### config.mk
export PLATFORM = sky130hd
export DESIGN_NAME = clsc_cell
export DESIGN_NICKNAME = d
export VERILOG_FILES = /design/src/rtl/clsc_pkg.sv /design/src/rtl/clsc_cell.sv
export SDC_FILE = /design/constraint.sdc
export NUM_CORES = 1
export LEC_CHECK = 0
export ABC_CLOCK_PERIOD_IN_PS = 1600
export BUFFER_PORTS_ARGS = -buffer_cell sky130_fd_sc_hd__clkbuf_2
export CAP_MARGIN = 15
export CORE_MARGIN = 4
export CORE_UTILIZATION = 30
export DETAILED_ROUTE_END_ITERATION = 16
export GPL_TIMING_DRIVEN = 0
export HOLD_SLACK_MARGIN = 0.03
export PLACE_DENSITY = 0.67
export SLEW_MARGIN = 40
export SYNTH_ARGS = -nofsm -noshare
export SYNTH_HDL_FRONTEND = slang
export SYNTH_SLANG_ARGS = --single-unit
export TNS_END_PERCENT = 10
### constraint.sdc
create_clock -name i_clk -period 1.6 [get_ports i_clk]
set_clock_uncertainty 0.1 [all_clocks]
set_input_delay 0.08 -clock i_clk [delete_from_list [all_inputs] [get_ports i_clk]]
set_output_delay 0.08 -clock i_clk [all_outputs]
set_load 0.01 [all_outputs]
### src/rtl/clsc_pkg.sv
// Shared types, op codes and sizing constants for the compacting list store.
package clsc_pkg;

    // Default sizing of the list.
    localparam int DEF_CAPACITY   = 128;
    localparam int DEF_ITEM_WIDTH = 32;

    // Field widths on the streaming ports.
    localparam int OP_W     = 3;
    localparam int INDEX_W  = 7;
    localparam int VALUE_W  = 32;
    localparam int STATUS_W = 2;
    localparam int COUNT_W  = 8;

    // Packed tdata widths, rounded up to whole bytes.
    localparam int IN_BITS   = OP_W + INDEX_W + VALUE_W;
    localparam int IN_DATA_W = ((IN_BITS + 7) / 8) * 8;
    localparam int OUT_BITS   = VALUE_W + STATUS_W + COUNT_W;
    localparam int OUT_DATA_W = ((OUT_BITS + 7) / 8) * 8;

    // Cells per first-level group of the read-back OR tree.
    localparam int READ_GROUP = 16;

    typedef enum logic [OP_W-1:0] {
        OP_APPEND      = 3'd0,
        OP_REMOVE_AT   = 3'd1,
        OP_READ_HEAD   = 3'd2,
        OP_READ_TAIL   = 3'd3,
        OP_REMOVE_TAIL = 3'd4,
        OP_CLEAR       = 3'd5
    } t_op;

    typedef enum logic [STATUS_W-1:0] {
        ST_OK    = 2'd0,
        ST_FULL  = 2'd1,
        ST_RANGE = 2'd2
    } t_status;

    // Per-cycle command broadcast to every cell.
    typedef struct packed {
        logic app;   // load the append value into the cell at the position
        logic rem;   // cells at or above the position take their neighbor
        logic rd;    // the cell at the position drives its entry on the tap
    } t_cell_ctrl;

endpackage

### src/rtl/clsc_cell.sv
// One storage cell of the compacting list: holds an entry, loads or shifts down.
module clsc_cell #(
    parameter int ITEM_WIDTH = clsc_pkg::DEF_ITEM_WIDTH,
    parameter int POS_W      = 7,
    parameter int POS        = 0
) (
    input  logic                  i_clk,
    input  clsc_pkg::t_cell_ctrl  i_ctrl,
    input  logic [POS_W-1:0]      i_pos,
    input  logic [ITEM_WIDTH-1:0] i_item,
    input  logic [ITEM_WIDTH-1:0] i_next,
    output logic [ITEM_WIDTH-1:0] o_item,
    output logic [ITEM_WIDTH-1:0] o_tap
);
    import clsc_pkg::*;

    localparam logic [POS_W-1:0] MY_POS = POS_W'(POS);

    logic [ITEM_WIDTH-1:0] r_item;
    logic [ITEM_WIDTH-1:0] n_item;

    always_comb begin
        n_item = r_item;
        priority if (i_ctrl.app && (i_pos == MY_POS)) begin
            n_item = i_item;
        end else if (i_ctrl.rem && (MY_POS >= i_pos)) begin
            n_item = i_next;
        end else begin
            // hold the entry
            n_item = r_item;
        end
    end

    always_ff @(posedge i_clk) begin
        r_item <= n_item;
    end

    assign o_item = r_item;
    assign o_tap  = (i_ctrl.rd && (i_pos == MY_POS)) ? r_item : '0;

endmodule

## Word level (Yosys, flattened, before mapping)

Index checks and enable logic that the tools add are counted.

- Input bits: 75
- Output and inout bits: 64
- Flip-flop bits (word level): 32

- Multiplexer cells: 3
- Reductions and logical operators: 5
- $lt $le $gt $ge: 1

Operators by type and width:

| operator | number |
|---|---|
| two-way mux 32 bit | 3 |
| >= comparator 1 x 7 -> 1 bit, first input constant | 1 |
| logical NOT 7 bit | 1 |
| logical AND 1 bit | 3 |
| nonzero test 2 bit | 1 |

## Logic depth before layout (Yosys ltp)

- Depth after elaboration: 4
- Gate-level depth with buffers: 4

## Least setup slack after synthesis

Ideal clock, no wire load.

- Path kind: input-to-reg
- Start point: input i_pos[5]
- End point: register r_item[0], in the netlist o_item[0], enable pin
- Slack: -0.051 ns
- Stages: 2
- Arrival: 1.164 ns
- Cell sequence: nor3_1 > o211a_1

- Word-level cells in the longest chain between the ends: 3

Ends and longest elaborated chain:

| what | RTL line | RTL |
|---|---|---|
| start, declared | clsc_cell.sv:9 | `input logic [POS_W-1:0] i_pos,` |
| >= comparator 1 x 7 -> 1 bit / logical NOT 7 bit (equally long branches) | clsc_cell.sv:26, clsc_cell.sv:24 |  |
| logical AND 1 bit, on equally long branches | clsc_cell.sv:26, clsc_cell.sv:24 |  |
| nonzero test 2 bit (no source line) (*) | - |  |
| end signal, assigned | clsc_cell.sv:35 | `r_item <= n_item;` |
| end, declared | clsc_cell.sv:19 | `logic [ITEM_WIDTH-1:0] r_item;` |

Every way passes the cells marked *; elsewhere a longest branch is shown, timed or not.
A chain may end at the register's enable or synchronous reset.

## Final worst setup path

- Start point: input i_pos[0]
- End point: output o_tap[13]

- Word-level cells in the longest chain between the ends: 3

Ends and longest elaborated chain:

| what | RTL line | RTL |
|---|---|---|
| logical NOT 7 bit | clsc_cell.sv:39 | `assign o_tap = (i_ctrl.rd && (i_pos == MY_POS)) ? r_item : '0;` |
| logical AND 1 bit | clsc_cell.sv:39 |  |
| two-way mux 32 bit | clsc_cell.sv:39 |  |
| end, declared | clsc_cell.sv:13 | `output logic [ITEM_WIDTH-1:0] o_tap` |

Every way passes these cells.

==> results.toml <==
[synthesis]
postSynthAreaPerCell_sq_um = 16.2
yosys_warnings = 0
synth_fp_nets = 182
synth_seq_cells = 32
synth_area_sq_mm = 0.00174
yosysSeqAreaShare_pct = 55.4
syn_inst = 107
synthDistinctLibCells = 11

[placement]
gp_congestion = 0.803
dp_hpwl_um = 3710
port_buffers = 138

[setup_path]
cp_max_fo = 10
cp.required_ps = 1420
arrival_ps = 1290
critPathKind = "in -> out"
cp-end-kind = "output port"
critPathLaunchType = "input port"

[cts]
cts_tree = "done"
path_clk_slew_ps = 60
numCtsBuffers = 5
clk_path_buf_depth = 2
cts.htree.levels = 2
cts_sinks = 32
cts_root_buf = "clkbuf_8"

[power_and_ir_drop]
ir_drop_mv = 0.368
power.share.sequential_pct = 51.5
p_sw_share_pct = 19.7
switchingPower_mw = 0.355
comb_power_share_pct = 17.0
p_clk_share_pct = 31.4
leakage_nw = 1.63
power.total_mw = 1.80
intPower_mw = 1.45
power_density_mw_per_mm2 = 553

[detailed_routing]
first_pass_iters = 4
ant_nets = 0
dr.first_iter.drc_count = 46
num_vias = 1665
routedWlPerCell_um = 14.8
via_per_inst = 4.28
drc = 0
routed_wl_um = 5770

[die]
rows = 27
fp.dieArea_sq_mm = 0.00707
fp.dieH_um = 84.1
fp.dieW_um = 84.1
ios = 139
core_area_sq_mm = 0.00557
floorplan.initialDensity_pct = 31.1

[finish]
num-fill-cells = 466
nNetsFinal = 392
drive_above_1_share_pct = 59.3
area_growth_pct = 87.8
antenna_cells = 0
largest_register_ff_count = 32

[grt]
antenna_found_initial = 0
gr-total-overflow = 0
grt_pass1_vias = 1836
grt_first_pass_wirelength_um = 9060
grt_max_degree = 33
grt_usage_pct = 16.5

[hold_path]
min_to = "o_item[31]"
hold-path-cell-count = 3
min-delay-start = "i_ctrl[2]"
holdCritPathClass = "in -> reg"

[sta]
period_share_pct = 91.7
maxSlewHeadroom_pct = 69.5
hold_viol_final = 0
tightest_slew_ps = 457
setup_viol = 0
setup_tns_ps = 0
slew_violations = 0
rsz0062_at_grt = "no"
fmax_mhz = 681
min_period_ps = 1470

[run_status]
status = "finished, final reports clean"

[job]
cap_violations = 0
cell families after synthesis:
family	after synthesis	synth area share (%)
AND/OR/NAND/NOR	36	14.0
multiplexers	32	27.3
flip-flops	32	55.4
buffers and inverters	6	2.81
AO/OA/AOI/OAI	1	0.577
worst max path at each step:
| stage | end | from |
|---|---|---|
| 3_3_place_gp | o_item[12] | i_pos[3] |
| 2_1_floorplan | o_item[0] | i_pos[5] |
| 5_1_grt | o_tap[13] | i_pos[0] |
| 3_5_place_dp | o_item[12] | i_pos[3] |
| 6_report | o_tap[13] | i_pos[0] |
| 4_1_cts | o_tap[13] | i_pos[3] |
layer usage:
layer	track usage (%)	part of all wire, %
met5	0	0
met4	5.70	2.1
met3	4.54	6.7
met2	33.2	57
met1	15.6	34
power groups by stage:
stage | registers, mW | clock network [mW] | logic (mW)
4_1_cts | 0.929 | 0.590 | 0.301
2_1_floorplan | 0.949 | 0 | 0.0688
3_3_place_gp | 0.947 | 0 | 0.170
5_1_grt | 0.929 | 0.631 | 0.332
6_report | 0.929 | 0.566 | 0.307
3_5_place_dp | 0.947 | 0 | 0.176
cell type report:
cell class,instances,area (sq um),area share [%]
well taps,72,90.1,2.76
clock buffers,6,72.6,2.23
plain buffers,6,48.8,1.50
clock inverters,1,5.00,0.154
repair buffers,203,1340,41.1
flip-flops and latches,32,961,29.5
multi-input cells,69,743,22.8
critical path, cell delays in order:
cell      delay, ps
clkbuf_2        100
nor4_4          330
and3_4          270
buf_2           210
and2_1          160
clkbuf_2        130
cells in the mapped netlist:
library cell   n  area [sq um]
and3_1         1          6.26
and2_1        32           200
o211a_1        1          10.0
nor3_1         1          5.00
nand3_2        1          10.0
mux2_2         2          22.5
nor4_4         1          21.3
edfxtp_1      32           961
mux2_4        30           450
buf_6          3          33.8
clkbuf_2       3          15.0
stage by stage:
stage                     cells  worst slack, ps  hold WS (ps)  util (%)  area, sq um
after CTS                   388             51.0           207      58.0         3240
after global routing        389             32.7           244      58.5         3260
after detailed placement    317             -233           284      45.1         2520
after global placement      317             -183           282      45.1         2520
after floorplan             107              119           197         -         1740
final                       389              133           223      58.5         3260
layout by cell type, fill, tap and decap left out, drive strengths merged:
| cell | instances |
|---|---|
| clkbuf | 146 |
| clkinv | 1 |
| nor4 | 1 |
| edfxtp | 32 |
| dlygate4sd3 | 64 |
| and3 | 1 |
| nand3 | 1 |
| mux2 | 32 |
| o211a | 1 |
| buf | 5 |
| and2 | 32 |
| nor3 | 1 |
timing repair:
item,in CTS,in global routing
endpoints found under the hold margin,32,0
gates cloned,0,0
setup buffers,0,1
gates resized for setup,1,3
hold buffers,64,0
pin swaps,0,1
endpoints found under the setup margin,1,24
Note: power is estimated with default switching activity, not from simulation.
